File: src/rtl/pwcb_pkg.sv
// Shared types and constants for the periodic wrap cell binning unit.
package pwcb_pkg;

    // Field widths fixed by the block's interface.
    localparam int POS_W      = 32;
    localparam int BOX_W      = 31;
    localparam int RECIP_W    = 32;
    localparam int CNT_W      = 30;
    localparam int FRAC_W     = 32;
    localparam int FRAC_LSB   = 16;
    localparam int CFG_DATA_W = 32;
    localparam int CFG_IDX_W  = 3;
    localparam int NUM_AXES   = 3;

    // Pipeline stages: box fraction, scaled values, partial cell, output.
    localparam int NUM_STAGES = 4;
    localparam int ST_FRAC    = 0;
    localparam int ST_SCALE   = 1;
    localparam int ST_MERGE   = 2;
    localparam int ST_OUT     = 3;

    // Axis slots.
    localparam int AX_X = 0;
    localparam int AX_Y = 1;
    localparam int AX_Z = 2;

    // Configuration register indexes.
    typedef enum logic [CFG_IDX_W-1:0] {
        REG_BOX_LEN_X   = 3'd0,
        REG_BOX_LEN_Y   = 3'd1,
        REG_BOX_LEN_Z   = 3'd2,
        REG_RECIP_X     = 3'd3,
        REG_RECIP_Y     = 3'd4,
        REG_RECIP_Z     = 3'd5,
        REG_CELL_COUNTS = 3'd6
    } cfg_reg_t;

    // Reset values: unit box, reciprocal just below one, one cell per axis.
    localparam logic [BOX_W-1:0]   BOX_LEN_RESET     = 31'd65536;
    localparam logic [RECIP_W-1:0] RECIP_RESET       = 32'hFFFF_FFFF;
    localparam logic [CNT_W-1:0]   CELL_COUNTS_RESET = 30'd1049601;

    // Box geometry as seen by the datapath.
    typedef struct packed {
        logic [NUM_AXES-1:0][BOX_W-1:0]   box_len;
        logic [NUM_AXES-1:0][RECIP_W-1:0] recip;
    } box_cfg_t;

    // Per-stage load enables from the pipeline control.
    typedef struct packed {
        logic [NUM_STAGES-1:0] adv;
    } pipe_ctrl_t;

endpackage

File: src/rtl/pwcb_ctrl.sv
// Pipeline control: stage valid bits, stall propagation and the batch marker.
module pwcb_ctrl
    import pwcb_pkg::*;
(
    input  logic       clk,
    input  logic       rst_n,
    input  logic       in_valid,
    input  logic       in_last,
    output logic       in_ready,
    output logic       out_valid,
    output logic       out_last,
    input  logic       out_ready,
    output pipe_ctrl_t ctrl
);

    logic [NUM_STAGES-1:0] valid_reg;
    logic [NUM_STAGES-1:0] last_reg;
    logic [NUM_STAGES-1:0] rdy;

    // A stage may load when it is empty or its content moves on.
    always_comb
    begin
        rdy[NUM_STAGES-1] = !valid_reg[NUM_STAGES-1] || out_ready;
        for (int k = NUM_STAGES - 2; k >= 0; k--)
        begin
            rdy[k] = !valid_reg[k] || rdy[k+1];
        end
    end

    assign ctrl.adv  = rdy;
    assign in_ready  = rdy[ST_FRAC];
    assign out_valid = valid_reg[ST_OUT];
    assign out_last  = last_reg[ST_OUT];

    // Valid bits travel with the data.
    always_ff @(posedge clk or negedge rst_n)
    begin
        if (!rst_n)
        begin
            valid_reg <= '0;
        end
        else
        begin
            if (rdy[ST_FRAC])
            begin
                valid_reg[ST_FRAC] <= in_valid;
            end
            for (int k = 1; k < NUM_STAGES; k++)
            begin
                if (rdy[k])
                begin
                    valid_reg[k] <= valid_reg[k-1];
                end
            end
        end
    end

    // Batch marker follows the same load enables.
    always_ff @(posedge clk)
    begin
        if (rdy[ST_FRAC])
        begin
            last_reg[ST_FRAC] <= in_last;
        end
        for (int k = 1; k < NUM_STAGES; k++)
        begin
            if (rdy[k])
            begin
                last_reg[k] <= last_reg[k-1];
            end
        end
    end

    // With the output stage empty the pipeline must be able to take a transaction.
    a_ready_when_drained: assert property (@(posedge clk) disable iff (!rst_n)
        !valid_reg[ST_OUT] |-> in_ready)
        else $error("input not ready although output stage is empty");

    // An accepted transaction always lands in the first stage.
    a_accept_lands: assert property (@(posedge clk) disable iff (!rst_n)
        (in_valid && in_ready) |=> valid_reg[ST_FRAC])
        else $error("accepted transaction lost at pipeline entry");

    // A stalled item in the merge stage is kept.
    a_stall_keeps: assert property (@(posedge clk) disable iff (!rst_n)
        (valid_reg[ST_MERGE] && !rdy[ST_OUT]) |=> valid_reg[ST_MERGE])
        else $error("stalled item dropped from merge stage");

endmodule

File: config.mk
export PLATFORM = sky130hd
export DESIGN_NAME = pwcb_ctrl
export DESIGN_NICKNAME = d
export VERILOG_FILES = /design/src/rtl/pwcb_pkg.sv /design/src/rtl/pwcb_ctrl.sv
export SDC_FILE = /design/constraint.sdc
export NUM_CORES = 1
export LEC_CHECK = 0
export BUFFER_PORTS_ARGS = -buffer_cell sky130_fd_sc_hd__buf_2
export CAP_MARGIN = 5
export CORE_AREA = 4 4 41 43
export DETAILED_ROUTE_END_ITERATION = 12
export DIE_AREA = 0 0 45 47
export PLACE_DENSITY = 0.51
export SLEW_MARGIN = 20
export SYNTH_ARGS = -nofsm -noshare
export SYNTH_HDL_FRONTEND = slang
export SYNTH_SLANG_ARGS = --single-unit
File: constraint.sdc
create_clock -name clk -period 1.1 [get_ports clk]
set_input_delay 0 -clock clk [delete_from_list [all_inputs] [get_ports clk]]
set_output_delay 0 -clock clk [all_outputs]
set_load 0.03 [all_outputs]
## Yosys cells after proc, flatten, opt, wreduce, memory -nomap -nowiden

Cells that the tools add are included.

| storage, ports and cells | value |
|---|---|
| flip-flop bits (word level) | 8 |
| bits in latches | 0 |
| RAM bits | 0 |
| ROM bits | 0 |
| input port bits | 5 |
| output and inout bits | 7 |
| word-level logic and storage cells | 16 |
| memories kept | 0 |

| cells by class | value |
|---|---|
| $add $sub $neg | 0 |
| multiply operators | 0 |
| divide/modulo/power cells | 0 |
| magnitude comparators | 0 |
| eq/ne operators | 0 |
| shift-type cells | 0 |
| muxes and demuxes | 0 |
| bitwise logic cells | 0 |
| reduce and logical (&&, ||, !) cells | 8 |

Operators with widths:

| kind | count |
|---|---|
| logical NOT 1 bit | 4 |
| logical OR 1 bit | 4 |

## Logic depth before layout (Yosys ltp)

| logic depth | value |
|---|---|
| depth in word-level cells | 5 |
| gate-level depth with buffers | 3 |
| gate-level depth less buffers | 2 |

## Least setup slack after synthesis

No wires, ideal clock.

| path | value |
|---|---|
| path type | register -> register |
| start | register valid_reg[3] |
| end | register last_reg[0], enable pin |
| setup time | 0.394 ns |
| arrival time | 1.122 ns |
| data required time | 0.706 ns |
| slack | -0.416 ns |
| stages on the path, launching flop included | 3 |
| buffers on the path | 0 |
| clock period less this slack | 1.516 ns |
| path through | dfrtp_1 > nor2b_4 > nand4_1 |

| between the ends | value |
|---|---|
| word-level cells in the longest chain between the ends | 5 |

Ends and longest elaborated chain:

| element | line | text |
|---|---|---|
| start, declared | pwcb_ctrl.sv:16 | `logic [NUM_STAGES-1:0] valid_reg;` |
| start signal, assigned by index | pwcb_ctrl.sv:46 | `valid_reg[ST_FRAC] <= in_valid;` |
| start signal, assigned by index | pwcb_ctrl.sv:52 | `valid_reg[k] <= valid_reg[k-1];` |
| logical NOT 1 bit | pwcb_ctrl.sv:23 | `rdy[NUM_STAGES-1] = !valid_reg[NUM_STAGES-1] \|\| out_ready;` |
| logical OR 1 bit | pwcb_ctrl.sv:23 |  |
| logical OR 1 bit (3 in a row) | pwcb_ctrl.sv:26 | `rdy[k] = !valid_reg[k] \|\| rdy[k+1];` |
| net in_ready | pwcb_ctrl.sv:9 | `output logic in_ready,` |
| end signal, assigned by index | pwcb_ctrl.sv:63 | `last_reg[ST_FRAC] <= in_last;` |
| end signal, assigned by index | pwcb_ctrl.sv:69 | `last_reg[k] <= last_reg[k-1];` |
| end, declared | pwcb_ctrl.sv:17 | `logic [NUM_STAGES-1:0] last_reg;` |

The timed path passes the listed nets, and every way through them passes these cells.
A chain may end at the register's enable or synchronous reset.

==> flow_summary.toml <==
[detailed_routing]
firstDrtPassIters = 1
drc_errors = 0
vias = 216
highest_layer = "met3"
wl_um = 573
vias_per_cell = 4.00
initialDrtViolationCount = 0
wl_met1_um = 231
dr_wl_met2_um = 272
ant_nets = 0
wl_per_cell_um = 10.6
met3WireLength_um = 69

[timing]
fmax_ghz = 0.866
slew_headroom = 0.874
rsz0062_at_grt = "yes"
setup_ws_ns = -0.0552
drv_slew = 0
tightest_slew_ns = 0.188
setup_viol = 4
hold_viol_final = 0
fin_skew_ns = 0.00840
setup_tns_ns = -0.142
min_period_ns = 1.16
fin_crit_sh = 1.05

[logic_synthesis]
synthCells = 18
synth_cell_type_count = 12
seq_area_frac_synth = 0.746
syn_area_per_cell_sq_um = 16.4
syn_area_sq_um = 295
ys_ff_latch = 8
syn-num-nets = 23
ys_warn_count = 0

[run]
cap_violations = 0

[clock_network]
cts_made_buffers = 3
cts.clk_slew.worst_paths_ns = 0.05
clkLatencyLatePin_ns = 0.26
cts_root_buf = "clkbuf_4"
clock-sinks = 8
cts_tree = "yes"
cts_buffer_depth = 2
cts-htree-levels = 1

[hold_path]
hold_class = "in2async"

[grt]
antenna_found_initial = 0
grt_pass1_vias = 218
grt_usage = 0.0630
grt-ovfl-total = 0
grt_max_degree = 7
grt_pass1_wl_um = 890

[layout]
nets = 45
utilization = 0.369
stdcell_count = 54
regArea_sq_um = 221
layout_common_cells = "6 x buf_2, 5 x buf_6, 4 x edfxtp_1, 4 x buf_4"
syn_to_final_growth_pct = 62.7
n_antenna_cell = 0
final_area_sq_um = 480
nFillCells = 139
layout_commonest_cell = "buf_2"
drive_gt1_frac = 0.564
multi_input_area_sq_um = 63.8

[worst_setup_path]
critPathMaxFanout = 3
worstSetupPathType = "reg2out"
cp.arrival_ns = 1.16
rrSetupSlack_ns = 0
worstPathRequired_ns = 1.10
worst_setup_path_end_kind = "primary output"
critPathLaunchType = "flop"

[floorplanning]
dieWidth_um = 45
die_area_sq_mm = 0.00212
die_height_um = 47
core.rowCount = 13
design.core.area_sq_mm = 0.00130
start_util = 0.227
ioPinCount = 12

[power]
peakVddDrop_mv = 0.656
leakagePower_nw = 0.215
power_density_mw_per_mm2 = 1660
finalPower_w = 0.000797

[status]
status = "complete, but fails checks"
failed_checks = "negative setup slack"

[place]
dp.cells = 43
io_buffers = 11
placed_cell_area_sq_um = 363
gp_congestion = 0.654
-- Yosys cell counts (all sizes together) --
library cell  count  share of area
nand4b            1          0.030
edfxtp            4           0.41
nand2b            1          0.021
buf               1          0.025
a21o              1          0.030
nand4             1          0.021
dfrtp             4           0.34
or2               1          0.021
inv               1          0.013
a41o              1          0.034
nor2b             1          0.047
nand2             1          0.013
-- layout make-up --
class,count,share of cell area
Multi-Input combinational cell,8,0.133
Sequential cell,8,0.461
Clock buffer,4,0.0547
Tap cell,15,0.0391
Timing Repair Buffer,18,0.305
Inverter,1,0.00781
-- worst max-delay path: stages (launching register included) --
cell and delay [ns]:
dfrtp_2 0.40, nor2b_4 0.13, buf_4 0.13, nand2_1 0.10, buf_6 0.14
-- report_power, final --
group | internal, W | total [W] | switching (W)
Sequential | 0.000354 | 0.000373 | 0.0000187
Combinational | 0.0000834 | 0.000178 | 0.0000947
Clock | 0.000139 | 0.000245 | 0.000106
-- routing by layer --
layer / track usage / up-vias
li1: - / 105
met1: 0.0656 / 100
met2: 0.0876 / 11
met3: 0.0421 / 0
met4: 0.0526 / 0
met5: 0 / -
-- worst paths after layout --
kind	start	cells past startpoint	endpoint
max	valid_reg[3]	4	ctrl[2]
max reg2reg	valid_reg[3]	3	last_reg[0]
max in group asynchronous	rst_n	2	valid_reg[3]
min in group clk	out_ready	3	valid_reg[1]
min	rst_n	2	valid_reg[0]
min reg2reg	last_reg[1]	0	last_reg[2]
-- per-stage QoR --
stage,hold slack (ns),worst slack (ns)
after global placement,-0.196,0.170
after floorplan,-0.296,-0.303
after CTS,0.0828,-0.0866
after global routing,0.106,-0.142
after detailed placement,-0.190,0.116
final,0.0885,-0.0552
-- cells by family after synthesis --
| kind of cell | after synthesis | synth area share |
|---|---|---|
| buffers and inverters | 2 | 0.0381 |
| AO/OA/AOI/OAI | 2 | 0.0636 |
| AND/OR/NAND/NOR | 6 | 0.153 |
| flip-flops | 8 | 0.746 |
-- timing repair --
action / 4_1_cts / 5_1_grt
pin swaps: 1 / 2
endpoints found under the setup margin: 3 / 6
setup buffers: 1 / 3
hold buffers: 3 / 0
hold endpoints to repair: 6 / 0
gates resized for setup: 4 / 9
Note: power is estimated with default switching activity, not from simulation.
