[config.mk]
export PLATFORM = sky130hd
export DESIGN_NAME = pwcb_cfg_flat
export DESIGN_NICKNAME = d
export VERILOG_FILES = /design/src/rtl/pwcb_pkg.sv /design/src/rtl/pwcb_if.sv /design/src/rtl/pwcb_cfg.sv /design/src/flat_wrapper.sv
export SDC_FILE = /design/constraint.sdc
export NUM_CORES = 1
export LEC_CHECK = 0
export BUFFER_PORTS_ARGS = -buffer_cell sky130_fd_sc_hd__buf_2
export CAP_MARGIN = 30
export CORE_ASPECT_RATIO = 0.75
export CORE_MARGIN = 2
export CORE_UTILIZATION = 55
export DETAILED_ROUTE_END_ITERATION = 7
export PLACE_DENSITY = 0.88
export SLEW_MARGIN = 20
export SYNTH_ARGS = -nofsm -noshare
export SYNTH_HDL_FRONTEND = slang
export SYNTH_SLANG_ARGS = --single-unit
[constraint.sdc]
create_clock -name clk -period 1.32 [get_ports clk]
set_clock_uncertainty 0.05 [all_clocks]
set_input_delay 0.066 -clock clk [delete_from_list [all_inputs] [get_ports clk]]
set_output_delay 0.066 -clock clk [all_outputs]
set_load 0.01 [all_outputs]
[src/rtl/pwcb_pkg.sv]
// Shared types and constants for the periodic wrap cell binning unit.
package pwcb_pkg;

    // Field widths fixed by the block's interface.
    localparam int POS_W      = 32;
    localparam int BOX_W      = 31;
    localparam int RECIP_W    = 32;
    localparam int CNT_W      = 30;
    localparam int FRAC_W     = 32;
    localparam int FRAC_LSB   = 16;
    localparam int CFG_DATA_W = 32;
    localparam int CFG_IDX_W  = 3;
    localparam int NUM_AXES   = 3;

    // Pipeline stages: box fraction, scaled values, partial cell, output.
    localparam int NUM_STAGES = 4;
    localparam int ST_FRAC    = 0;
    localparam int ST_SCALE   = 1;
    localparam int ST_MERGE   = 2;
    localparam int ST_OUT     = 3;

    // Axis slots.
    localparam int AX_X = 0;
    localparam int AX_Y = 1;
    localparam int AX_Z = 2;

    // Configuration register indexes.
    typedef enum logic [CFG_IDX_W-1:0] {
        REG_BOX_LEN_X   = 3'd0,
        REG_BOX_LEN_Y   = 3'd1,
        REG_BOX_LEN_Z   = 3'd2,
        REG_RECIP_X     = 3'd3,
        REG_RECIP_Y     = 3'd4,
        REG_RECIP_Z     = 3'd5,
        REG_CELL_COUNTS = 3'd6
    } cfg_reg_t;

    // Reset values: unit box, reciprocal just below one, one cell per axis.
    localparam logic [BOX_W-1:0]   BOX_LEN_RESET     = 31'd65536;
    localparam logic [RECIP_W-1:0] RECIP_RESET       = 32'hFFFF_FFFF;
    localparam logic [CNT_W-1:0]   CELL_COUNTS_RESET = 30'd1049601;

    // Box geometry as seen by the datapath.
    typedef struct packed {
        logic [NUM_AXES-1:0][BOX_W-1:0]   box_len;
        logic [NUM_AXES-1:0][RECIP_W-1:0] recip;
    } box_cfg_t;

    // Per-stage load enables from the pipeline control.
    typedef struct packed {
        logic [NUM_STAGES-1:0] adv;
    } pipe_ctrl_t;

endpackage

[src/rtl/pwcb_if.sv]


interface pwcb_cfg_if
    import pwcb_pkg::*;
();
    logic                  valid;
    logic                  ready;
    logic [CFG_IDX_W-1:0]  index;
    logic [CFG_DATA_W-1:0] data;

    modport source (output valid, output index, output data, input ready);
    modport sink   (input valid, input index, input data, output ready);
endinterface

[src/rtl/pwcb_cfg.sv]
// Configuration register file holding box lengths, reciprocals and cell counts.
module pwcb_cfg
    import pwcb_pkg::*;
#(
    parameter int AXIS_CELL_BITS = 10
) (
    input  logic                      clk,
    input  logic                      rst_n,
    pwcb_cfg_if.sink                  cfg,
    output box_cfg_t                  box_cfg,
    output logic [AXIS_CELL_BITS-1:0] cells_x,
    output logic [AXIS_CELL_BITS-1:0] cells_y,
    output logic [AXIS_CELL_BITS-1:0] cells_z
);

    logic [BOX_W-1:0]   box_len_x_reg;
    logic [BOX_W-1:0]   box_len_y_reg;
    logic [BOX_W-1:0]   box_len_z_reg;
    logic [RECIP_W-1:0] recip_x_reg;
    logic [RECIP_W-1:0] recip_y_reg;
    logic [RECIP_W-1:0] recip_z_reg;
    logic [CNT_W-1:0]   cell_counts_reg;

    logic [AXIS_CELL_BITS-1:0] field_x;
    logic [AXIS_CELL_BITS-1:0] field_y;
    logic [AXIS_CELL_BITS-1:0] field_z;

    // Writes are always taken; an unknown index is ignored.
    assign cfg.ready = 1'b1;

    // Register writes, wider data is truncated to the register width.
    always_ff @(posedge clk or negedge rst_n)
    begin
        if (!rst_n)
        begin
            box_len_x_reg   <= BOX_LEN_RESET;
            box_len_y_reg   <= BOX_LEN_RESET;
            box_len_z_reg   <= BOX_LEN_RESET;
            recip_x_reg     <= RECIP_RESET;
            recip_y_reg     <= RECIP_RESET;
            recip_z_reg     <= RECIP_RESET;
            cell_counts_reg <= CELL_COUNTS_RESET;
        end
        else if (cfg.valid)
        begin
            case (cfg_reg_t'(cfg.index))
                REG_BOX_LEN_X:   box_len_x_reg   <= cfg.data[BOX_W-1:0];
                REG_BOX_LEN_Y:   box_len_y_reg   <= cfg.data[BOX_W-1:0];
                REG_BOX_LEN_Z:   box_len_z_reg   <= cfg.data[BOX_W-1:0];
                REG_RECIP_X:     recip_x_reg     <= cfg.data[RECIP_W-1:0];
                REG_RECIP_Y:     recip_y_reg     <= cfg.data[RECIP_W-1:0];
                REG_RECIP_Z:     recip_z_reg     <= cfg.data[RECIP_W-1:0];
                REG_CELL_COUNTS: cell_counts_reg <= cfg.data[CNT_W-1:0];
                default:         ;
            endcase
        end
    end

    // Geometry towards the datapath.
    always_comb
    begin
        box_cfg.box_len[AX_X] = box_len_x_reg;
        box_cfg.box_len[AX_Y] = box_len_y_reg;
        box_cfg.box_len[AX_Z] = box_len_z_reg;
        box_cfg.recip[AX_X]   = recip_x_reg;
        box_cfg.recip[AX_Y]   = recip_y_reg;
        box_cfg.recip[AX_Z]   = recip_z_reg;
    end

    // Packed cell counts; an axis with a zero count behaves as one cell.
    assign field_x = cell_counts_reg[AX_X*AXIS_CELL_BITS +: AXIS_CELL_BITS];
    assign field_y = cell_counts_reg[AX_Y*AXIS_CELL_BITS +: AXIS_CELL_BITS];
    assign field_z = cell_counts_reg[AX_Z*AXIS_CELL_BITS +: AXIS_CELL_BITS];

    assign cells_x = (field_x == '0) ? AXIS_CELL_BITS'(1) : field_x;
    assign cells_y = (field_y == '0) ? AXIS_CELL_BITS'(1) : field_y;
    assign cells_z = (field_z == '0) ? AXIS_CELL_BITS'(1) : field_z;

endmodule

[src/flat_wrapper.sv]
// flat-port wrapper written by rule: the top's interface ports become plain ports
module pwcb_cfg_flat import pwcb_pkg::*;
#(
    parameter int AXIS_CELL_BITS = 10
)
  (clk, rst_n, box_cfg, cells_x, cells_y, cells_z, cfg_valid, cfg_index, cfg_data, cfg_ready);
  pwcb_cfg_if cfg_i ();
  input  logic clk;
  input  logic rst_n;
  output box_cfg_t box_cfg;
  output logic [AXIS_CELL_BITS-1:0] cells_x;
  output logic [AXIS_CELL_BITS-1:0] cells_y;
  output logic [AXIS_CELL_BITS-1:0] cells_z;
  input wire logic [$bits(cfg_i.valid)-1:0] cfg_valid;
  input wire logic [$bits(cfg_i.index)-1:0] cfg_index;
  input wire logic [$bits(cfg_i.data)-1:0] cfg_data;
  output wire logic [$bits(cfg_i.ready)-1:0] cfg_ready;
  assign cfg_i.valid = cfg_valid;
  assign cfg_i.index = cfg_index;
  assign cfg_i.data = cfg_data;
  assign cfg_ready = cfg_i.ready;
  pwcb_cfg #(.AXIS_CELL_BITS(AXIS_CELL_BITS)) u_core (.clk(clk), .rst_n(rst_n), .cfg(cfg_i), .box_cfg(box_cfg), .cells_x(cells_x), .cells_y(cells_y), .cells_z(cells_z));
endmodule
# After elaboration in Yosys (flattened, before gate mapping)

Cells that the tools add are included.

Eq/ne operators: 6
Mux-type cells: 3
Reduce and logical (&&, ||, !) cells: 11

Operators with widths:

| operator             | count |
|---|---|
| $logic_not A10 Y1    | 3 |
| $mux W10             | 3 |
| $reduce_and A2 Y1    | 7 |
| $eq A3 B3 Y1 const B | 3 |
| $eq A3 B2 Y1 const B | 2 |
| $eq A3 B1 Y1 const B | 1 |
| $logic_not A3 Y1     | 1 |

Flip-flop bits (word level): 219
Bits of input ports: 38
Output and inout port bits: 220
Word-level logic and storage cells: 27

# Depth between registers and ports, before layout

Depth in word-level cells: 2
Mapped depth: 5
Mapped depth without buffers: 2

# Worst setup path before layout

OpenSTA, ideal clock, no wires.

Kind: in2reg
Start: input port cfg_index[0]
End: register u_core.box_len_x_reg[0]
Library setup time: 0.125 ns
Arrival: 1.065 ns
Data required time: 1.145 ns
Slack: 0.081 ns
Stages: 4
Buffers on the path: 2
Cell sequence: clkbuf_2 nor4b_4 buf_4 mux2_2

Longest elaborated chain between the ends: 2

Ends and longest elaborated chain:

| element                            | line               | source |
|---|---|---|
| from (decl)                        | flat_wrapper.sv:15 | `input wire logic [$bits(cfg_i.index)-1:0] cfg_index;` |
| $logic_not A3 Y1                   | pwcb_cfg.sv:46     | `case (cfg_reg_t'(cfg.index))` |
| $reduce_and A2 Y1 (no source line) | -                  |  |
| to (signal assigned)               | pwcb_cfg.sv:47     | `REG_BOX_LEN_X: box_len_x_reg <= cfg.data[BOX_W-1:0];` |
| to (decl)                          | pwcb_cfg.sv:16     | `logic [BOX_W-1:0] box_len_x_reg;` |

Every way passes these cells.
A chain may end at the register's enable or synchronous reset.

# Final worst setup path

Start: register u_core.cell_counts_reg[28]
End: output port cells_z[0]

Longest elaborated chain between the ends: 2

Ends and longest elaborated chain:

| element                | line               | source |
|---|---|---|
| from (decl)            | pwcb_cfg.sv:22     | `logic [CNT_W-1:0] cell_counts_reg;` |
| from (signal assigned) | pwcb_cfg.sv:53     | `REG_CELL_COUNTS: cell_counts_reg <= cfg.data[CNT_W-1:0];` |
| $logic_not A10 Y1      | pwcb_cfg.sv:77     | `assign cells_z = (field_z == '0) ? AXIS_CELL_BITS'(1) : field_z;` |
| $mux W10               | pwcb_cfg.sv:77     |  |
| to (decl)              | flat_wrapper.sv:13 | `output logic [AXIS_CELL_BITS-1:0] cells_z;` |

Every way passes these cells.

==> flow_metrics.py <==
metrics = {
    "cts": {
        "path_clk_slew_ns": 0.06,
        "clock_path_buffers": 3,
        "cts_inserted_buffers": 21,
        "clk_latency_ns": 0.48,
        "clkSinkCount": 219,
        "cts-root-buf": "clkbuf_16",
        "htree_levels": 1,
        "cts_tree": "done",
    },
    "outcome": {
        "violations": "setup timing",
        "status": "finished with violations",
    },
    "sta": {
        "setup_slack_ns": -0.342,
        "clock.fmax_ghz": 0.602,
        "fin_crit_sh_pct": 126,
        "maxSlewViolCount": 0,
        "finalSetupViolations": 3,
        "holdWs_ns": 0.0544,
        "rsz0062_at_grt": "yes",
        "fin_crit_ns": 1.66,
        "hold_viol_final": 0,
    },
    "setup_path": {
        "endpoint_kind": "output pin",
        "cp_slowest_cell": "dfrtp_1",
        "path_buf_inv": 1,
        "critical_path.top_delay_family": "flip-flops",
        "critPathRequiredTime_ns": 1.20,
        "worstReg2RegStart": "u_core.cell_counts_reg[8]",
        "startpoint_type": "flip-flop",
        "worstPathArrival_ns": 1.55,
        "rrSetupSlack_ns": 0.32,
        "crit_chain": "nor4_4 > a31o_2 > buf_6",
        "max_stage_delay_ns": 0.41,
        "r2r_cells": 2,
        "crit_type": "flip-flop to output pin",
        "rr_endpoint": "u_core.cell_counts_reg[8]",
        "critPathMaxFanout": 2,
    },
    "synth": {
        "synthCells": 509,
        "avgSynthCellArea_um2": 16.7,
        "syn_nets": 547,
        "netlist_area_um2": 8490,
        "synth_cell_type_count": 19,
        "ys_seq_elements": 219,
        "yosys.area.top_type_share_pct": 34.5,
        "ys_warn_count": 0,
        "synth_top_cell_by_area": "dfrtp_1",
        "synth.area.top_cells": "dfrtp_1, dfstp_2, mux2_2",
        "yosysSeqAreaShare_pct": 66.0,
    },
    "route": {
        "drt_iter0_drc": 217,
        "drc": 0,
        "drt_pass1_iterations": 5,
        "wl_um": 21700,
        "final_antenna_net_count": 0,
        "wl_per_cell_um": 21.3,
        "via_count": 5402,
        "viasPerCell": 5.30,
    },
    "placed_design": {
        "globalplace.congestion": 0.804,
        "place_ws_ns": -0.0795,
        "postPlaceCellArea_um2": 10100,
        "hpwl_um": 14700,
        "portBuffers": 256,
    },
    "pwr": {
        "power.density_nw_per_um2": 1780,
        "p_leak_nw": 5.19,
        "peakVddDrop_uv": 1340,
        "power_mw": 20.0,
    },
    "global_routing": {
        "grt_pass1_wl_um": 33600,
        "grt_usage_pct": 26.1,
        "grt_overflow": 0,
        "grt_max_degree": 45,
        "grt_pass1_vias": 5912,
        "antenna_found_initial": 0,
    },
    "floorplanning": {
        "initial_core_util_pct": 56.0,
        "die-area_um2": 16500,
        "die_x_um": 147,
        "die_y_um": 112,
        "core_area_um2": 15200,
        "io_pins": 258,
        "row_count": 39,
    },
    "cells_and_area": {
        "layout_commonest_cell": "buf_2",
        "drive_gt1_share_pct": 74.8,
        "most-common-layout-cells": "buf_2, mux2_2, dfrtp_1, dfstp_2, mux2_1",
        "finalInstanceArea_um2": 11300,
        "nNetsFinal": 837,
        "n_antenna_cell": 0,
        "final_util_pct": 74.3,
        "area_growth_pct": 32.7,
    },
    "worst_hold_path": {
        "hp-class": "input pin to asynchronous set/reset pin",
    },
    "flow_run": {
        "maxCapViolCount": 0,
    },
}
## cells by family after synthesis
group | Yosys count | share of synthesized area [%]
buffers and inverters | 51 | 3.04
AND/OR/NAND/NOR | 16 | 1.53
flip-flops | 219 | 66.0
AO/OA/AOI/OAI | 3 | 0.309
multiplexers | 219 | 29.0
other | 1 | 0.0442
## power breakdown
| group | leakage [nW] | internal, mW | switching (mW) |
|---|---|---|---|
| combinational | 2.40 | 2.42 | 2.29 |
| clock | 0.314 | 3.21 | 2.44 |
| sequential | 2.48 | 8.70 | 0.956 |
| total | 5.19 | 14.3 | 5.68 |
## area by class of cell
class / instances / area, µm²
timing repair buffer: 318 / 2080
fill: 940 / 3910
tap: 205 / 256
multi-input combinational: 239 / 2680
sequential: 219 / 5610
clock buffer: 35 / 618
clock inverter: 3 / 25.0
## through the flow
stage	std cells	TNS, ns
6_report	1019	-0.980
2_1_floorplan	509	0
5_1_grt	1019	-1.19
3_5_place_dp	942	-3.36
3_3_place_gp	942	-0.498
4_1_cts	1017	-0.928
## what timing repair did
| item | CTS | global route |
|---|---|---|
| hold buffers | 33 | 0 |
| gates resized for setup | 8 | 15 |
| gates cloned | 0 | 0 |
| hold endpoints to repair | 358 | 0 |
| pin swaps | 6 | 2 |
| endpoints found under the setup margin | 3 | 13 |
| buffers inserted | 4 | 3 |
## per-layer routing
layer	global-route usage [%]	routed length (µm)	share of wire, %	vias to the layer above
met5	0	0	0	-
met4	5.58	404	1.9	0
met3	6.72	1490	6.9	37
met2	45.0	10800	50	223
met1	33.9	9050	42	2780
li1	-	-	-	2362
## how the worst max path moves through the flow
| stage | cells past startpoint | to | from | slack, ns |
|---|---|---|---|---|
| 3_3_place_gp | 4 | u_core.box_len_x_reg[1] | cfg_index[2] | -0.02 |
| 3_5_place_dp | 4 | u_core.box_len_x_reg[2] | cfg_index[2] | -0.08 |
| 5_1_grt | 3 | cells_x[0] | u_core.cell_counts_reg[8] | -0.42 |
| 4_1_cts | 3 | cells_z[0] | u_core.cell_counts_reg[28] | -0.34 |
| 6_report | 3 | cells_z[0] | u_core.cell_counts_reg[28] | -0.34 |
| 2_1_floorplan | 4 | u_core.box_len_x_reg[0] | cfg_index[0] | 0.08 |
## cells in the mapped netlist
cell / instances
a31o_2: 3
and4bb_1: 1
and4bb_2: 1
buf_2: 13
buf_4: 7
buf_6: 3
clkbuf_1: 27
clkbuf_2: 1
conb_1: 1
dfrtp_1: 117
dfstp_2: 102
mux2_1: 36
mux2_2: 183
nand4b_1: 3
nor2_1: 3
nor3_1: 3
nor4_1: 3
nor4b_4: 1
nor4bb_1: 1
No activity file was read; power rests on OpenSTA's default activity.
