[src/rtl/pwcb_pkg.sv]
// Shared types and constants for the periodic wrap cell binning unit.
package pwcb_pkg;

    // Field widths fixed by the block's interface.
    localparam int POS_W      = 32;
    localparam int BOX_W      = 31;
    localparam int RECIP_W    = 32;
    localparam int CNT_W      = 30;
    localparam int FRAC_W     = 32;
    localparam int FRAC_LSB   = 16;
    localparam int CFG_DATA_W = 32;
    localparam int CFG_IDX_W  = 3;
    localparam int NUM_AXES   = 3;

    // Pipeline stages: box fraction, scaled values, partial cell, output.
    localparam int NUM_STAGES = 4;
    localparam int ST_FRAC    = 0;
    localparam int ST_SCALE   = 1;
    localparam int ST_MERGE   = 2;
    localparam int ST_OUT     = 3;

    // Axis slots.
    localparam int AX_X = 0;
    localparam int AX_Y = 1;
    localparam int AX_Z = 2;

    // Configuration register indexes.
    typedef enum logic [CFG_IDX_W-1:0] {
        REG_BOX_LEN_X   = 3'd0,
        REG_BOX_LEN_Y   = 3'd1,
        REG_BOX_LEN_Z   = 3'd2,
        REG_RECIP_X     = 3'd3,
        REG_RECIP_Y     = 3'd4,
        REG_RECIP_Z     = 3'd5,
        REG_CELL_COUNTS = 3'd6
    } cfg_reg_t;

    // Reset values: unit box, reciprocal just below one, one cell per axis.
    localparam logic [BOX_W-1:0]   BOX_LEN_RESET     = 31'd65536;
    localparam logic [RECIP_W-1:0] RECIP_RESET       = 32'hFFFF_FFFF;
    localparam logic [CNT_W-1:0]   CELL_COUNTS_RESET = 30'd1049601;

    // Box geometry as seen by the datapath.
    typedef struct packed {
        logic [NUM_AXES-1:0][BOX_W-1:0]   box_len;
        logic [NUM_AXES-1:0][RECIP_W-1:0] recip;
    } box_cfg_t;

    // Per-stage load enables from the pipeline control.
    typedef struct packed {
        logic [NUM_STAGES-1:0] adv;
    } pipe_ctrl_t;

endpackage

[src/rtl/pwcb_cell.sv]
// Linear cell number from the axis indices, plus the output register.
module pwcb_cell
    import pwcb_pkg::*;
#(
    parameter int AXIS_CELL_BITS = 10
) (
    input  logic                      clk,
    input  pipe_ctrl_t                ctrl,
    input  logic [AXIS_CELL_BITS-1:0] ix,
    input  logic [AXIS_CELL_BITS-1:0] iy,
    input  logic [AXIS_CELL_BITS-1:0] iz,
    input  logic [AXIS_CELL_BITS-1:0] cx,
    input  logic [AXIS_CELL_BITS-1:0] cy,
    input  logic [BOX_W-1:0]          wrapped_x_in,
    input  logic [BOX_W-1:0]          wrapped_y_in,
    input  logic [BOX_W-1:0]          wrapped_z_in,
    output logic [BOX_W-1:0]          wrapped_x,
    output logic [BOX_W-1:0]          wrapped_y,
    output logic [BOX_W-1:0]          wrapped_z,
    output logic [CNT_W-1:0]          cell_index
);

    localparam int PART_W = 2 * AXIS_CELL_BITS;
    localparam int CELL_W = 3 * AXIS_CELL_BITS;

    logic [PART_W-1:0]         part_next;
    logic [PART_W-1:0]         part_reg;
    logic [AXIS_CELL_BITS-1:0] ix_reg;
    logic [BOX_W-1:0]          wx_mid_reg;
    logic [BOX_W-1:0]          wy_mid_reg;
    logic [BOX_W-1:0]          wz_mid_reg;
    logic [CELL_W-1:0]         cell_next;
    logic [CELL_W-1:0]         cell_reg;
    logic [BOX_W-1:0]          wx_out_reg;
    logic [BOX_W-1:0]          wy_out_reg;
    logic [BOX_W-1:0]          wz_out_reg;

    // Row within the plane: iy + iz * cy.
    assign part_next = PART_W'(iz) * PART_W'(cy) + PART_W'(iy);

    always_ff @(posedge clk)
    begin
        if (ctrl.adv[ST_MERGE])
        begin
            part_reg   <= part_next;
            ix_reg     <= ix;
            wx_mid_reg <= wrapped_x_in;
            wy_mid_reg <= wrapped_y_in;
            wz_mid_reg <= wrapped_z_in;
        end
    end

    // Full cell number: ix + row * cx, always below the total cell count.
    assign cell_next = CELL_W'(ix_reg) + CELL_W'(part_reg) * CELL_W'(cx);

    always_ff @(posedge clk)
    begin
        if (ctrl.adv[ST_OUT])
        begin
            cell_reg   <= cell_next;
            wx_out_reg <= wx_mid_reg;
            wy_out_reg <= wy_mid_reg;
            wz_out_reg <= wz_mid_reg;
        end
    end

    assign wrapped_x  = wx_out_reg;
    assign wrapped_y  = wy_out_reg;
    assign wrapped_z  = wz_out_reg;
    assign cell_index = CNT_W'(cell_reg);

endmodule

[config.mk]
export PLATFORM = sky130hd
export DESIGN_NAME = pwcb_cell
export DESIGN_NICKNAME = d
export VERILOG_FILES = /design/src/rtl/pwcb_pkg.sv /design/src/rtl/pwcb_cell.sv
export SDC_FILE = /design/constraint.sdc
export NUM_CORES = 1
export LEC_CHECK = 0
export ABC_AREA = 1
export BUFFER_PORTS_ARGS = -buffer_cell sky130_fd_sc_hd__buf_2
export CORE_ASPECT_RATIO = 0.9
export CORE_MARGIN = 2
export CORE_UTILIZATION = 45
export CTS_CLUSTER_DIAMETER = 40
export DETAILED_ROUTE_END_ITERATION = 10
export PLACE_DENSITY = 0.74
export SYNTH_ARGS = -nofsm -noshare
export SYNTH_HDL_FRONTEND = slang
export SYNTH_SLANG_ARGS = --single-unit
export TNS_END_PERCENT = 5
[constraint.sdc]
create_clock -name clk -period 6.7 [get_ports clk]
set_input_delay 2.01 -clock clk [delete_from_list [all_inputs] [get_ports clk]]
set_output_delay 2.01 -clock clk [all_outputs]
set_load 0.02 [all_outputs]
# Word level (Yosys, flattened, before mapping)
# Index checks and enable logic that the tools add are counted.
[totals]
ff_bits = 246
latchBits = 0
ram_bits = 0
rom_bits = 0
input_bits = 148
output_inout_bits = 123
wordCells = 13
n_memories = 0
[classes]
add_sub_neg = 2
n_mul = 2
div_mod_pow = 0
order_cmp = 0
n_eq_ne = 0
shifts = 0
muxes = 0
n_bitwise = 0
n_reduce_logical = 0
[ops]
columns = ["op", "count"]
rows = [
  ["$add A10 B30 Y30", 1],
  ["$mul A20 B10 Y30", 1],
  ["$add A20 B10 Y20", 1],
  ["$mul A10 B10 Y20", 1],
]

# Longest topological paths before layout
# Gate-level depths: netlist of the first run.
[depth]
depth_word = 2
mapped_depth = 23
ltp_nobuf = 22

# Least setup slack after synthesis of the first run
# OpenSTA, ideal clock, no wires.
[synth_path]
path_type = "input to register"
startpoint = "input port cx[1]"
endpoint = "register cell_reg[29], in the netlist cell_index[29] (data pin)"
setup_time_ns = 0.252
t_arrival_ns = 6.039
t_required_ns = 6.448
slack_ns = 0.409
path_stages = 21
n_path_buf = 1
path_cell_list = "clkbuf_1 -> nand2_1 -> fa_1 -> inv_1 -> fa_1 -> inv_1 -> fa_1 -> inv_1 -> fa_1 -> inv_1 -> fa_1 -> inv_1 -> ha_1 -> nand2_1 -> inv_1 -> a21oi_1 -> nand2_1 -> a21oi_1 -> nand2_1 -> nand2_1 -> nand2_1"
[synth_between]
elab_chain_len = 2
[synth_lines]
columns = ["item", "line", "source"]
rows = [
  ["start, declared", "pwcb_cell.sv:12", "input logic [AXIS_CELL_BITS-1:0] cx,"],
  ["$mul A20 B10 Y30", "pwcb_cell.sv:54", "assign cell_next = CELL_W'(ix_reg) + CELL_W'(part_reg) * CELL_W'(cx);"],
  ["$add A10 B30 Y30", "pwcb_cell.sv:54", ""],
  ["net cell_next[29]", "pwcb_cell.sv:32", "logic [CELL_W-1:0] cell_next;"],
  ["end signal, assigned", "pwcb_cell.sv:60", "cell_reg <= cell_next;"],
  ["end, declared", "pwcb_cell.sv:33", "logic [CELL_W-1:0] cell_reg;"],
]
# The timed path passes the listed nets, and every way through them passes these cells.
# A chain may end at the register's enable or synchronous reset.

# Final worst setup path of the first run
[layout_path]
startpoint = "input port cx[4]"
endpoint = "register cell_reg[27], in the netlist cell_index[27] (data pin)"
# Same word-level chain as after synthesis.

==> metrics.txt, run 1 <==
RSZ-0062 raised after global routing=false; DIE WIDTH=220 um; critical path arrival=6.45 ns; CP max stage delay=0.56 ns; port bufs=268; clk_skew=0.0333 ns; initial antenna violation count=10; f_max=162 MHz; clock slew at the register clock pins of the worst setup and hold paths=0.07 ns; Worst Path Max Fanout=20; syn_nets=2413; pin count of the biggest net entering global routing=83; startpoint class of the critical path=primary input; final design utilization=0.524; worst reg-to-reg setup slack=1.58 ns; Total GRT Usage=0.200; Starting Density=0.453; Synth area leader=edfxtp_1; vias per std cell=4.81; required time worst endpoint=6.98 ns; synth unique cells=29; Tightest Pin Transition=1.05 ns; sequential fraction of the synthesis area=0.392; post-cts resize count=0; Root Driver=clkbuf_16; CP Class=in2reg; H-tree Lvls=1; post-synth top area share=0.392; clock sinks=246; worst skew pair latency=0.55 ns; final hold slack=0.406 ns; Routed Antenna Nets=0; GR peak layer=met2; via count=13100; DRC Markers=0; max_cap viols=0; YS warnings=0; Placer Congestion=0.905; Final Instance Area=21800 um^2; I/O Pins=271; CP max stage cell=fa_1; Avg WL per Cell=15.5 um; DRT Pass-1 Iters=5; met3 global-route usage=0.0418; Placeable Area=41600 um^2; total CTS buffers=28; gr ovfl total=0; syn avg cell area=9.89 um^2; min cycle time layout=6.17 ns; cts hold-fix bufs=0; GR Util met1=0.252; final hold violation count=0; Die Area=43500 um^2; setup TNS=0 ns; pins over their slew limit=0; share of cells above drive strength 1=0.163; EDFF count, synth=246; Layout area overhead=15.7%; vias in the first global route=13700; final number of setup-violating endpoints=0; DP HPWL=34.0 mm; ys async rst share=0; most numerous cell on the critical path=nand2_1; period utilization=0.921; CP cell instances=buf_2, nand2_1, fa_1, inv_1, fa_1, fa_1, fa_1, inv_1, fa_1, inv_1, ha_1, nand2_2, inv_1, nand2_1, nand3_1, inv_1, nand3_2, nand2_1, nand2_1, nand2_1, nand2_1; cells after synthesis=1905; Max-Slew Margin vs Limit=0.298; DIE HEIGHT=198 um; Hold Path Class=reg2reg; element type at the critical path end=flop; register bit total from synthesis=246; Setup Buffers After CTS=0; top area cells in the synthesized netlist=edfxtp_1 (39%), fa_1 (24%), nand2_1 (11%); clk buf depth=3; Layout Nets=2664; drt total wl=42.4 mm; DR iter-0 viols=896; num rows=71; placed cell area=20800 um^2; Post-Syn Area=18800 um^2; CTS tree=done; global-route wire length before repair=69.1 mm; GR Layer Usage met2=0.348; status=completed; Main synth FF type=edfxtp_1
-- worst paths after layout --
path,end,depth (start not counted),startpoint
worst min register to register,wrapped_z[15],0,wz_mid_reg[15]
worst max register to register,cell_index[22],18,part_reg[19]
worst min-delay path,wrapped_z[15],0,wz_mid_reg[15]
worst max-delay path,cell_index[27],21,cx[4]
-- cell families after synthesis --
kind of cell / after synthesis / synth area share
buf+inv: 566 / 0.113
flops: 246 / 0.392
simple gates: 662 / 0.141
xor+xnor: 26 / 0.0121
compound gates: 45 / 0.0137
fa+ha+maj: 360 / 0.328
-- Yosys cell counts, drive strengths merged (2+ instances only) --
| master | n |
|---|---|
| a21oi | 31 |
| nor2 | 53 |
| inv | 503 |
| clkbuf | 60 |
| and2 | 2 |
| fa | 224 |
| nor3 | 3 |
| xnor2 | 7 |
| o21ai | 5 |
| o21bai | 5 |
| a21o | 2 |
| xor2 | 19 |
| ha | 136 |
| clkinv | 3 |
| nand4 | 5 |
| edfxtp | 246 |
| nand3 | 44 |
| nand2 | 552 |
| nand3b | 2 |
-- routing by layer --
layer  vias up  routed length, um
met5         -                 49
met4         8               1020
met3        91               3690
met2       488              20300
met1      6342              17400
li1       6206                  -
-- worst max-delay path: cells and delay by family --
family	cells	cell delay (ns)
fa+ha+maj	6	2.86
buf+inv	6	0.67
simple gates	9	0.92
-- layout make-up --
cell class              instances  area (um^2)
diodes                          6         15.0
clock buffers                  30          708
clock inverters                22          319
fillers                      3653        19800
inverters                     506         1900
multi-input cells            1093         9330
flip-flops and latches        246         7390
well taps                     547          684
repair buffers                281         1460
-- stage by stage --
stage	setup slack, ns	instances
floorplan	0.409	1905
global placement	0.0897	2673
detailed placement	0.0444	2673
CTS	0.590	2725
global route	0.216	2728
finish	0.530	2731
-- cell usage in the layout (no fill, tap or decap), types with 3 or more instances in the layout --
cell type / n
o21ai_2: 3
nand4_1: 5
buf_2: 266
a21oi_1: 31
nand2_2: 9
clkinv_1: 6
nand2_1: 543
xor2_1: 19
fa_1: 224
edfxtp_1: 246
clkinv_8: 6
clkbuf_16: 28
bufinv_16: 5
xnor2_1: 7
nor2_1: 44
clkinvlp_4: 3
nand3_1: 41
ha_1: 136
nor3_1: 3
buf_4: 14
nor2_2: 7
nand3_2: 3
o21bai_1: 5
inv_1: 503
diode_2: 6
Power of run 1 is not shown: default switching activity piles up to over one toggle a cycle in this logic, so the estimate is an artifact.
==> run 2, diff against run 1 <==
Settings changed: GPL_TIMING_DRIVEN set to 0, SKIP_CTS_REPAIR_TIMING set to 1.
Clock period 6.7 ns to 7.25 ns, I/O delays scaled along.
==> run 2 against run 1 <==
Net effect: cell count increased by 0.81%; via count increased by 1.9%; highest routed layer is now met4; flip-flop and latch count unchanged; count of clock-buffer cells in the layout increased by 1; cell area increased by 0.31%; clock skew decreased by 0.021 ns; non-clock buffer count increased by 19; setup slack improved by 0.10 ns; critical path type unchanged; global-route usage increased by 0.54 points; largest cell class unchanged.
==> metrics.txt, run 2 (same netlist as run 1, synthesis figures left out) <==
share of cells above drive strength 1=0.145; global-route wire length before repair=70.3 mm; most frequent cells in the layout=nand2_1 (543), inv_1 (503), edfxtp_1 (246), buf_2 (236), fa_1 (224); clk_skew=0.0119 ns; vias in the first global route=13700; DR WL met2=21.2 mm; f_max=151 MHz; WL met1=17.7 mm; via count=13400; CP Class=in2reg; status=completed; I/O Pins=271; RSZ-0062 raised after global routing=false; commonest non-fill, non-tap cell in the layout=nand2_1; DIE HEIGHT=198 um; cells on worst reg2reg path=20; Total GRT Usage=0.205; worst skew pair latency=0.56 ns; Hold Path Class=reg2reg; DR iter-0 viols=1022; pins over their slew limit=0; Worst Slack Setup Final=0.632 ns; Worst Path Max Fanout=10; DIE WIDTH=220 um; drt total wl=44.0 mm; num rows=71; H-tree Lvls=1; gr ovfl total=0; Placer Congestion=0.921; Routed Antenna Nets=0; DRC Markers=0; clock slew at the register clock pins of the worst setup and hold paths=0.07 ns; Starting Density=0.453; pin count of the biggest net entering global routing=108; min cycle time layout=6.62 ns; Tightest Pin Transition=0.718 ns; setup TNS=0 ns; CTS tree=done; Layout Nets=2684; Layout area overhead=16.1%; Max-Slew Margin vs Limit=0.521; Die Area=43500 um^2; highest routed layer=met4; Worst Hold Path Cells=0; fill count=3602; Placeable Area=41600 um^2; vias per std cell=4.86; critical path arrival=6.94 ns; clk buf depth=3; DRT Pass-1 Iters=6; required time worst endpoint=7.57 ns; DP HPWL=34.9 mm; post-place setup slack=0.0733 ns; Root Driver=clkbuf_16; element type at the critical path end=flop; max_cap viols=0; clock sinks=246; met3 routed wirelength=3.82 mm; Avg WL per Cell=16.0 um; startpoint class of the critical path=primary input; final hold violation count=0; initial antenna violation count=6; period utilization=0.913; final number of setup-violating endpoints=0; total CTS buffers=29; port bufs=238
run 2: changes by cell type in the layout (fill, tap and decap cells not counted), sizes merged:
cell	previous run	this run
diode	6	7
buf	281	240
clkbuf	30	91
inv	505	510
clkinvlp	3	2
clkinv	15	12
run 2: area by class of cell:
class | count | area, um^2 | area share
sequential | 246 | 7390 | 0.338
buffer | 60 | 225 | 0.0103
antenna | 7 | 17.5 | 0.000801
tap | 547 | 684 | 0.0313
timing repair buffer | 240 | 1260 | 0.0576
clock buffer | 31 | 733 | 0.0335
inverter | 506 | 1900 | 0.0869
clock inverter | 23 | 332 | 0.0152
multi-input combinational | 1093 | 9330 | 0.427
run 2: layer usage:
metal	global-route usage	up-vias
li1	-	6251
met1	0.257	6499
met2	0.357	561
met3	0.0450	71
met4	0.0611	0
met5	0	-
run 2: path summary, 6_finish.rpt:
check,from,to,slack (ns)
hold / removal,wx_mid_reg[28],wrapped_x[28],0.41
setup reg to reg,part_reg[19],cell_index[24],1.88
hold reg to reg,wx_mid_reg[28],wrapped_x[28],0.41
setup / recovery,cx[1],cell_index[24],0.63
run 2: worst max-delay path: stages:
cell and delay [ns]:
clkbuf_1 0.42, nand2_1 0.22, fa_1 0.58, inv_1 0.05, fa_1 0.49, inv_1 0.05, fa_1 0.52, inv_1 0.05
fa_1 0.48, inv_1 0.06, fa_1 0.47, inv_1 0.04, ha_1 0.39, nand2_1 0.14, nor2_1 0.25, nand2_1 0.13
nor2_1 0.13, nand2_1 0.10, nand4_1 0.12, nand2_1 0.05
run 2: metrics by stage:
step / util / instances / cell area (um^2) / hold slack, ns
floorplan: - / 1905 / 18800 / 0.400
global placement: 0.498 / 2690 / 20700 / 0.400
detailed placement: 0.500 / 2692 / 20800 / 0.405
CTS: 0.526 / 2746 / 21800 / 0.410
global route: 0.526 / 2751 / 21900 / 0.422
finish: 0.526 / 2753 / 21900 / 0.410
Power of run 2 is left out for the same reason.
